$ cat src/hw/rtl/fdcd_pkg.sv
// ----------------------------------------------------------------------------
// Framed digit command decoder package
// Shared widths, register indexes, frame states and result kinds.
// ----------------------------------------------------------------------------
package fdcd_pkg;

  localparam int unsigned ByteW   = 8;
  localparam int unsigned NibbleW = 4;
  localparam int unsigned RoomW   = 15;
  localparam int unsigned KindW   = 2;
  localparam int unsigned CfgIdxW = 1;

  // Reset values of the configuration registers.
  localparam logic [ByteW-1:0] HeaderReset  = 8'h55;
  localparam logic [ByteW-1:0] TrailerReset = 8'h6B;

  // Decimal digit weights.
  localparam logic [RoomW-1:0] Weight1000 = 15'd1000;
  localparam logic [RoomW-1:0] Weight100  = 15'd100;
  localparam logic [RoomW-1:0] Weight10   = 15'd10;

  // Configuration register indexes.
  localparam logic [CfgIdxW-1:0] RegHeader  = 1'b0;
  localparam logic [CfgIdxW-1:0] RegTrailer = 1'b1;

  // Position inside a frame.
  typedef enum logic [3:0] {
    FRAME_IDLE  = 4'b0001,
    FRAME_PAY1  = 4'b0010,
    FRAME_PAY2  = 4'b0100,
    FRAME_TRAIL = 4'b1000
  } frame_state_e;

  // Kind of update caused by a completed frame.
  typedef enum logic [KindW-1:0] {
    UPD_NONE   = 2'd0,
    UPD_TARGET = 2'd1,
    UPD_ROOM   = 2'd2
  } update_kind_e;

  // Status handed from the framer to the rest of the block.
  typedef struct packed {
    logic             done;
    logic [ByteW-1:0] pay1;
    logic [ByteW-1:0] pay2;
  } frame_t;

endpackage

$ cat src/hw/rtl/fdcd_framer.sv
// ----------------------------------------------------------------------------
// Frame tracker
// Follows header, two payload bytes and trailer; flags a completed frame.
// ----------------------------------------------------------------------------
module fdcd_framer (
  input  logic                        clk_i,
  input  logic                        rst_ni,
  input  logic                        step_i,
  input  logic [fdcd_pkg::ByteW-1:0]  byte_i,
  input  logic [fdcd_pkg::ByteW-1:0]  header_i,
  input  logic [fdcd_pkg::ByteW-1:0]  trailer_i,
  output fdcd_pkg::frame_t            frame_o
);

  fdcd_pkg::frame_state_e state_q, state_d;
  logic [fdcd_pkg::ByteW-1:0] pay1_q, pay2_q;

  // Next position. A wrong trailer returns to idle without checking for a header.
  always_comb begin
    state_d = state_q;
    if (step_i) begin
      unique case (state_q)
        fdcd_pkg::FRAME_IDLE: begin
          if (byte_i == header_i) state_d = fdcd_pkg::FRAME_PAY1;
        end
        fdcd_pkg::FRAME_PAY1:  state_d = fdcd_pkg::FRAME_PAY2;
        fdcd_pkg::FRAME_PAY2:  state_d = fdcd_pkg::FRAME_TRAIL;
        fdcd_pkg::FRAME_TRAIL: state_d = fdcd_pkg::FRAME_IDLE;
        default:               state_d = fdcd_pkg::FRAME_IDLE;
      endcase
    end
  end

  always_ff @(posedge clk_i or negedge rst_ni) begin
    if (!rst_ni) begin
      state_q <= fdcd_pkg::FRAME_IDLE;
    end else begin
      state_q <= state_d;
    end
  end

  // Payload bytes are taken without any check.
  always_ff @(posedge clk_i) begin
    if (step_i && state_q == fdcd_pkg::FRAME_PAY1) pay1_q <= byte_i;
    if (step_i && state_q == fdcd_pkg::FRAME_PAY2) pay2_q <= byte_i;
  end

  assign frame_o.done = step_i && (state_q == fdcd_pkg::FRAME_TRAIL) && (byte_i == trailer_i);
  assign frame_o.pay1 = pay1_q;
  assign frame_o.pay2 = pay2_q;

endmodule

$ cat src/hw/rtl/fdcd_decode.sv
// ----------------------------------------------------------------------------
// Nibble decoder
// Turns the four payload nibbles into a target or a decimal room number.
// ----------------------------------------------------------------------------
module fdcd_decode (
  input  logic [fdcd_pkg::ByteW-1:0]   pay1_i,
  input  logic [fdcd_pkg::ByteW-1:0]   pay2_i,
  input  logic [fdcd_pkg::NibbleW-1:0] target_i,
  input  logic [fdcd_pkg::RoomW-1:0]   room_i,
  output fdcd_pkg::update_kind_e       kind_o,
  output logic [fdcd_pkg::NibbleW-1:0] target_o,
  output logic [fdcd_pkg::RoomW-1:0]   room_o
);

  logic [fdcd_pkg::NibbleW-1:0] d1, d2, d3, d4;
  logic nz1, nz2, nz3, nz4;
  logic [fdcd_pkg::RoomW-1:0] room2, room3, room4;

  assign d1 = pay1_i[7:4];
  assign d2 = pay1_i[3:0];
  assign d3 = pay2_i[7:4];
  assign d4 = pay2_i[3:0];

  assign nz1 = (d1 != '0);
  assign nz2 = (d2 != '0);
  assign nz3 = (d3 != '0);
  assign nz4 = (d4 != '0);

  // Decimal values for two, three and four leading digits.
  assign room2 = fdcd_pkg::RoomW'(fdcd_pkg::RoomW'(d1) * fdcd_pkg::Weight10)
               + fdcd_pkg::RoomW'(d2);
  assign room3 = fdcd_pkg::RoomW'(fdcd_pkg::RoomW'(d1) * fdcd_pkg::Weight100)
               + fdcd_pkg::RoomW'(fdcd_pkg::RoomW'(d2) * fdcd_pkg::Weight10)
               + fdcd_pkg::RoomW'(d3);
  assign room4 = fdcd_pkg::RoomW'(fdcd_pkg::RoomW'(d1) * fdcd_pkg::Weight1000)
               + fdcd_pkg::RoomW'(fdcd_pkg::RoomW'(d2) * fdcd_pkg::Weight100)
               + fdcd_pkg::RoomW'(fdcd_pkg::RoomW'(d3) * fdcd_pkg::Weight10)
               + fdcd_pkg::RoomW'(d4);

  // Only a run of nonzero leading digits followed by zeros is decoded.
  always_comb begin
    kind_o   = fdcd_pkg::UPD_NONE;
    target_o = target_i;
    room_o   = room_i;
    priority if (!nz1) begin
      kind_o = fdcd_pkg::UPD_NONE;
    end else if (!nz2 && !nz3 && !nz4) begin
      kind_o   = fdcd_pkg::UPD_TARGET;
      target_o = d1;
    end else if (nz2 && !nz3 && !nz4) begin
      kind_o = fdcd_pkg::UPD_ROOM;
      room_o = room2;
    end else if (nz2 && nz3 && !nz4) begin
      kind_o = fdcd_pkg::UPD_ROOM;
      room_o = room3;
    end else if (nz2 && nz3 && nz4) begin
      kind_o = fdcd_pkg::UPD_ROOM;
      room_o = room4;
    end else begin
      kind_o = fdcd_pkg::UPD_NONE;
    end
  end

endmodule

$ cat src/hw/rtl/framed_digit_command_decoder.sv
// ----------------------------------------------------------------------------
// Framed digit command decoder
// Finds header/payload/payload/trailer byte frames and decodes their digits.
// ----------------------------------------------------------------------------
// Each received byte is taken into an input register and then handled by the
// frame tracker and the nibble decoder, whose result lands in an output
// register, so one byte can be accepted in every cycle while the output
// register is free or being taken. Only a completed frame with the right
// trailer gives a result; it carries the kind of update and the target and
// room number as they stand after the frame. Both stores reset to zero and
// the frame position to idle; header and trailer reset to 0x55 and 0x6B and
// may be rewritten while the block is idle.
module framed_digit_command_decoder (
  input  logic                         clk_i,
  input  logic                         rst_ni,
  input  logic                         cfg_we_i,
  input  logic [fdcd_pkg::CfgIdxW-1:0] cfg_index_i,
  input  logic [fdcd_pkg::ByteW-1:0]   cfg_data_i,
  input  logic                         in_valid_i,
  output logic                         in_stall_o,
  input  logic [fdcd_pkg::ByteW-1:0]   rx_byte_i,
  output logic                         out_valid_o,
  input  logic                         out_stall_i,
  output logic [fdcd_pkg::KindW-1:0]   update_kind_o,
  output logic [fdcd_pkg::NibbleW-1:0] target_value_o,
  output logic [fdcd_pkg::RoomW-1:0]   room_value_o
);

  logic [fdcd_pkg::ByteW-1:0]   header_q, trailer_q;
  logic                         rx_valid_q;
  logic [fdcd_pkg::ByteW-1:0]   rx_byte_q;
  logic                         advance;
  fdcd_pkg::frame_t             frame;
  fdcd_pkg::update_kind_e       kind_d, kind_q;
  logic [fdcd_pkg::NibbleW-1:0] target_d, target_q;
  logic [fdcd_pkg::RoomW-1:0]   room_d, room_q;
  logic                         out_valid_q;

  // Configuration registers.
  always_ff @(posedge clk_i or negedge rst_ni) begin
    if (!rst_ni) begin
      header_q  <= fdcd_pkg::HeaderReset;
      trailer_q <= fdcd_pkg::TrailerReset;
    end else if (cfg_we_i) begin
      unique case (cfg_index_i)
        fdcd_pkg::RegHeader:  header_q  <= cfg_data_i;
        fdcd_pkg::RegTrailer: trailer_q <= cfg_data_i;
        default: ;
      endcase
    end
  end

  // The whole pipe moves when the output register is empty or being taken.
  assign advance    = !out_valid_q || !out_stall_i;
  assign in_stall_o = !advance;

  // Input register.
  always_ff @(posedge clk_i or negedge rst_ni) begin
    if (!rst_ni) begin
      rx_valid_q <= 1'b0;
    end else if (advance) begin
      rx_valid_q <= in_valid_i;
    end
  end

  always_ff @(posedge clk_i) begin
    if (advance && in_valid_i) rx_byte_q <= rx_byte_i;
  end

  fdcd_framer u_framer (
    .clk_i     (clk_i),
    .rst_ni    (rst_ni),
    .step_i    (advance && rx_valid_q),
    .byte_i    (rx_byte_q),
    .header_i  (header_q),
    .trailer_i (trailer_q),
    .frame_o   (frame)
  );

  fdcd_decode u_decode (
    .pay1_i   (frame.pay1),
    .pay2_i   (frame.pay2),
    .target_i (target_q),
    .room_i   (room_q),
    .kind_o   (kind_d),
    .target_o (target_d),
    .room_o   (room_d)
  );

  // Result register and the target and room stores. The stores change only
  // when a frame completes, which needs a free output register, so they also
  // serve as the held result fields.
  always_ff @(posedge clk_i or negedge rst_ni) begin
    if (!rst_ni) begin
      out_valid_q <= 1'b0;
      kind_q      <= fdcd_pkg::UPD_NONE;
      target_q    <= '0;
      room_q      <= '0;
    end else if (advance) begin
      out_valid_q <= frame.done;
      if (frame.done) begin
        kind_q   <= kind_d;
        target_q <= target_d;
        room_q   <= room_d;
      end
    end
  end

  assign out_valid_o    = out_valid_q;
  assign update_kind_o  = kind_q;
  assign target_value_o = target_q;
  assign room_value_o   = room_q;

endmodule

$ cat config.mk
export PLATFORM = sky130hd
export DESIGN_NAME = framed_digit_command_decoder
export DESIGN_NICKNAME = d
export VERILOG_FILES = /design/src/hw/rtl/fdcd_pkg.sv /design/src/hw/rtl/fdcd_framer.sv /design/src/hw/rtl/fdcd_decode.sv /design/src/hw/rtl/framed_digit_command_decoder.sv
export SDC_FILE = /design/constraint.sdc
export NUM_CORES = 1
export LEC_CHECK = 0
export BUFFER_PORTS_ARGS = -buffer_cell sky130_fd_sc_hd__buf_4
export CAP_MARGIN = 40
export CORE_MARGIN = 1
export CORE_UTILIZATION = 35
export CTS_CLUSTER_SIZE = 10
export DETAILED_ROUTE_END_ITERATION = 12
export PLACE_DENSITY = 0.55
export SYNTH_ARGS = -nofsm -noshare
export SYNTH_HDL_FRONTEND = slang
export SYNTH_SLANG_ARGS = --single-unit
export TNS_END_PERCENT = 30
$ cat constraint.sdc
create_clock -name clk_i -period 9.1 [get_ports clk_i]
set_input_delay 1.365 -clock clk_i [delete_from_list [all_inputs] [get_ports clk_i]]
set_output_delay 1.365 -clock clk_i [all_outputs]
set_load 0.02 [all_outputs]
==> After elaboration in Yosys (flattened, before gate mapping) <==
Cells that the tools add are included.
{ "classes": {"mul": 6, "mux": 10, "reduce_logical": 31, "n_addsub": 6, "eq_ne": 7, "n_bitwise": 2} }
{ "ops": {"columns": ["operator", "n"], "rows": [
  ["$mux 15", 3],
  ["$add 15x4->15", 2],
  ["$mul 4x3->7 const B", 3],
  ["$mul 4x5->9 const B", 2],
  ["$eq 8x8->1", 2],
  ["$reduce_bool 4->1", 4],
  ["$add 14x11->15", 1],
  ["$add 15x8->15", 1],
  ["$logic_and 1x1->1", 13],
  ["$add 11x8->12", 1],
  ["$pmux 4 s3", 1],
  ["$mul 4x7->11 const B", 1],
  ["$mux 2", 5],
  ["$add 8x4->9", 1],
  ["$reduce_and 2->1", 4],
  ["$logic_not 1->1", 6],
  ["$reduce_and 5->1", 1],
  ["$eq 4x1->1 const B", 1],
  ["$eq 4x2->1 const B", 1],
  ["$eq 4x3->1 const B", 1],
  ["$eq 4x4->1 const B", 1],
  ["$mux 4", 1],
  ["$reduce_and 4->1", 1],
  ["$reduce_bool 3->1", 1],
  ["3 further kinds", 4]
]} }
{ "totals": {"out_inout_bits": 23, "reg_bits": 67} }

==> Depth between registers and ports, before layout <==
{ "depth": {"ltp_word": 8, "mapped_depth": 17} }

==> Cells and area by module <==
A second synthesis with hierarchy kept.
{ "unflattened": {"cells_unflattened": 526, "area_unflattened_um2": 5800.6} }
{ "by_module_without_submodules": {"columns": ["module", "seq_area_each_um2", "cells_each", "instances", "area_per_inst_um2"], "rows": [
  ["fdcd_decode", 0.0, 373, 1, 3110.5],
  ["framed_digit_command_decoder", 1227.4, 96, 1, 1831.8],
  ["fdcd_framer", 581.8, 57, 1, 858.3]
]} }

==> Least setup slack after synthesis <==
Ideal clock, no wire load.
{ "synth_timing": {"path_type": "flip-flop to flip-flop", "from": "register u_framer.pay1_q[6] (netlist name)", "to": "register room_q (netlist bit room_value_o[11])", "setup_slack_ns": 4.796, "path_buffers": 0, "required_ns": 9.006, "stages_incl_launch_ff": 17, "t_arrival_ns": 4.210, "period_less_slack_ns": 4.304, "cell_sequence": "edfxtp_1 fa_1 inv_1 fa_1 inv_1 ha_1 a21o_1 a21oi_1 xnor2_1 ha_1 ha_1 ha_1 o211ai_1 o21ai_0 xor2_1 a21oi_1 a211oi_1"} }
{ "synth_via": {"elab_chain_len": 7, "elab_cells_between_ends": 12} }
{ "synth_rtl": {"columns": ["element", "line_no", "text"], "rows": [
  ["start: declaration", "fdcd_framer.sv:16", "logic [fdcd_pkg::ByteW-1:0] pay1_q, pay2_q;"],
  ["start signal: assignment", "fdcd_framer.sv:44", "if (step_i && state_q == fdcd_pkg::FRAME_PAY1) pay1_q <= byte_i;"],
  ["$mul 4x7->11", "fdcd_decode.sv:35", "assign room4 = fdcd_pkg::RoomW'(fdcd_pkg::RoomW'(d1) * fdcd_pkg::Weight1000)"],
  ["$add 14x11->15", "fdcd_decode.sv:36", "+ fdcd_pkg::RoomW'(fdcd_pkg::RoomW'(d2) * fdcd_pkg::Weight100)"],
  ["$add 15x8->15", "fdcd_decode.sv:37", "+ fdcd_pkg::RoomW'(fdcd_pkg::RoomW'(d3) * fdcd_pkg::Weight10)"],
  ["$add 15x4->15", "fdcd_decode.sv:38", "+ fdcd_pkg::RoomW'(d4);"],
  ["$mux 15", "fdcd_decode.sv:56", "end else if (nz2 && nz3 && nz4) begin"],
  ["$mux 15", "fdcd_decode.sv:53", "end else if (nz2 && nz3 && !nz4) begin"],
  ["$mux 15", "fdcd_decode.sv:50", "end else if (nz2 && !nz3 && !nz4) begin"],
  ["end signal: assignment", "framed_digit_command_decoder.sv:104", "room_q <= room_d;"],
  ["end: declaration", "framed_digit_command_decoder.sv:36", "logic [fdcd_pkg::RoomW-1:0] room_d, room_q;"]
]} }
Parallel ways exist; a longest one is shown, timed or not. The select of a mux whose other input is x is not followed.
A chain may end at the register's enable or synchronous reset.

==> Worst setup path in the final report <==
Ends and elaborated chain as after synthesis.

==> flow_summary.yaml <==
outcome:
  status: "finished clean"
power_and_ir_drop:
  peakVddDrop_mv: 0.1880
  powerDensity_mw_per_mm2: 310.0
  p_leak_nw: 2.951
sta:
  totalNegativeSetupSlack_ns: 0
  setup_ws_ns: 4.468
  maxSlewHeadroom: 0.5061
  finalCriticalPeriod_ns: 4.632
  maxSlewViolCount: 0
  rsz0062_at_grt: "false"
  tightest_slew_ns: 0.7393
  fin_crit_sh: 0.5090
  hold_viol_final: 0
  fin_skew_ns: 0.01206
  setup_violations: 0
  fmaxAchievable_mhz: 215.9
finish:
  syn_to_final_growth_pct: 15.50
  fillers: 1495
  final_layout_size_suffix_gt1_frac: 0.1619
  multi_input_area_mm2: 0.003465
  final_common_cell: "ha_1"
  diodes: 0
  layout_common_cells: "ha_1, inv_1, nand2_1"
  seqCellArea_mm2: 0.001809
  final_nets: 716
route:
  ant_nets: 0
  drt-total-wl_um: 12590
  wl_per_cell_um: 15.54
  drc: 0
  dr.pass1.iters: 4
  vias_per_cell: 4.886
  drt_iter0_markers: 124
  vias: 3958
setup_path:
  start_kind: "flop"
  cp_top_family: "adder cells"
  critical_path_class: "flop to flop"
  max_stage_delay_ns: 0.64
  cp_common_cell: "ha_1"
  r2r-start: "u_framer.pay1_q[6]$_DFFE_PP_"
  path_max_fanout: 9
  slowest_stage: "fa_1"
  startpoint: "u_framer.pay1_q[6]$_DFFE_PP_"
  arrival_ns: 4.88
  crit_buf_inv: 2
  cp.required_ns: 9.34
  cp-end-kind: "flop"
  crit_chain: "fa_1, inv_1, fa_1, inv_1, ha_1, a21o_1, a21oi_1, xnor2_1, ha_1, ha_1, ha_1, o211ai_1, o21ai_0, xor2_1, a21oi_1, a211oi_1"
clock_network:
  cts.clk_slew.worst_paths_ns: 0.06
  ctsResizeCount: 0
  cts_hold_buf: 0
  clkSinkCount: 67
  clock_latency_ns: 0.34
  cts_setup_buffers: 0
  cts_made_buffers: 9
  root_buffer: "clkbuf_16"
  htree_levels: 3
  cts_tree: "built"
  clockBufferDepth: 2
synth:
  async_flop_share: 0.6418
  synth_top_area_frac: 0.1750
  yosysUniqueCellTypes: 55
  dominantRegCellSynth: "dfrtp_1"
  synthAdderAreaFrac: 0.2586
  synthCells: 543
  synth-xor-area-share: 0.08112
  synth-compound-area-share: 0.1197
  synth-simple-area-share: 0.1275
  synth_top_family_by_area: "adder cells"
  synthMuxAreaShare: 0.04226
  synth-edff-count: 24
  synth_area_leaders: "ha_1, dfrtp_1, edfxtp_1"
  synth_nets: 665
  synth-seq-cells: 67
  syn_avg_cell_area_um2: 10.14
  yosysWarningCount: 0
  yosysTopAreaCell: "ha_1"
  syn-cell-area_mm2: 0.005507
  synth_seq_area_share: 0.3286
global_routing:
  grt_start_max_net_pins: 44
  grt_overflow: 0
  grt_pass1_vias: 4239
  grt_usage: 0.1720
  grt_pass1_wl_um: 21110
  antenna_found_initial: 0
floorplan:
  die_y_um: 127.4
  fp-row-count: 45
  die_area_mm2: 0.01624
  die_width_um: 127.4
  core-area_mm2: 0.01526
  io_pins: 45
  initial_core_util: 0.3609
placed_design:
  hpwl_um: 10310
  globalplace.congestion: 0.8428
  dp_slack_ns: 4.462
  port-buffer-count: 44
min_path:
  min_from: "room_value_o[12]$_DFFE_PN0P_"
  holdCritPathClass: "flop to flop"
job:
  drv_cap: 0
==> registers in the layout (all words and copies together) (netlist names) <==
| name | cells |
|---|---|
| trailer_q | 8 |
| rx_valid_q | 1 |
| out_valid_o | 1 |
| rx_byte_q | 8 |
| header_q | 8 |
| target_value_o | 4 |
| u_framer.pay2_q | 8 |
| u_framer.state_q | 4 |
| update_kind_o | 2 |
| u_framer.pay1_q | 8 |
| room_value_o | 15 |
==> report_power, final <==
group	switching, mW	internal [mW]	total, mW
logic	0.711	0.553	1.26
clock network	0.124	0.185	0.308
registers	0.0443	0.354	0.399
==> logic make-up after synthesis <==
logic type / count (synthesis)
and+or+nand+nor: 138
buffers and inverters: 61
DFF: 67
adders and majority gates: 100
xor gates and xnor gates: 51
muxes: 21
AOI/OAI and AO/OA: 105
==> cell usage after synthesis (all sizes together), types with 9 or more instances <==
cell    instances
nor2           29
dfstp          10
a21oi          34
dfrtp          33
xnor2          25
fa             23
a21o           10
nand2          51
nor4            9
mux2           18
edfxtp         24
o21ai          23
nand2b         10
xor2           26
ha             77
inv            54
==> stage by stage <==
step	cells	utilization	hold slack [ns]	power, mW	instance area [um2]
finish	810	0.4168	0.4656	1.972	6360
global route	810	0.4168	0.5087	2.174	6360
CTS	810	0.4168	0.4751	1.993	6360
detailed placement	794	0.3993	0.4638	1.666	6093
global placement	794	0.3993	0.4585	1.647	6093
floorplan	543	-	0.4653	1.390	5507
==> per-layer routing <==
metal,track usage,vias to the layer above,part of all wire
li1,-,2005,-
met1,0.1990,1872,0.45
met2,0.3121,65,0.51
met3,0.04020,16,0.025
met4,0.05462,0,0.016
met5,0,-,0
==> area by class of cell <==
type                            count  share of cell area
Clock buffer                       12             0.03718
Clock inverter                      4            0.004722
Inverter                           54             0.03187
Multi-Input combinational cell    415              0.5448
Sequential cell                    67              0.2845
Tap cell                          211             0.04151
Timing Repair Buffer               47             0.05548
==> worst paths after layout <==
path | to | slack, ns | cells past startpoint
worst max-delay path | room_value_o[11]$_DFFE_PN0P_ | 4.47 | 16
worst min register to register | room_value_o[12]$_DFFE_PN0P_ | 0.47 | 2
min in group asynchronous | room_value_o[8]$_DFFE_PN0P_ | 1.01 | 1
worst max register to register | room_value_o[11]$_DFFE_PN0P_ | 4.47 | 16
worst min-delay path | room_value_o[12]$_DFFE_PN0P_ | 0.47 | 2
max in group asynchronous | header_q[2]$_DFFE_PN1P_ | 7.68 | 1
==> worst min-delay path: cells and delay by family, from the launching register on <==
| kind | cells | cell delay (ns) |
|---|---|---|
| flops | 1 | 0.34 |
| simple gates | 2 | 0.10 |
Power figures use the tool's default switching activity.
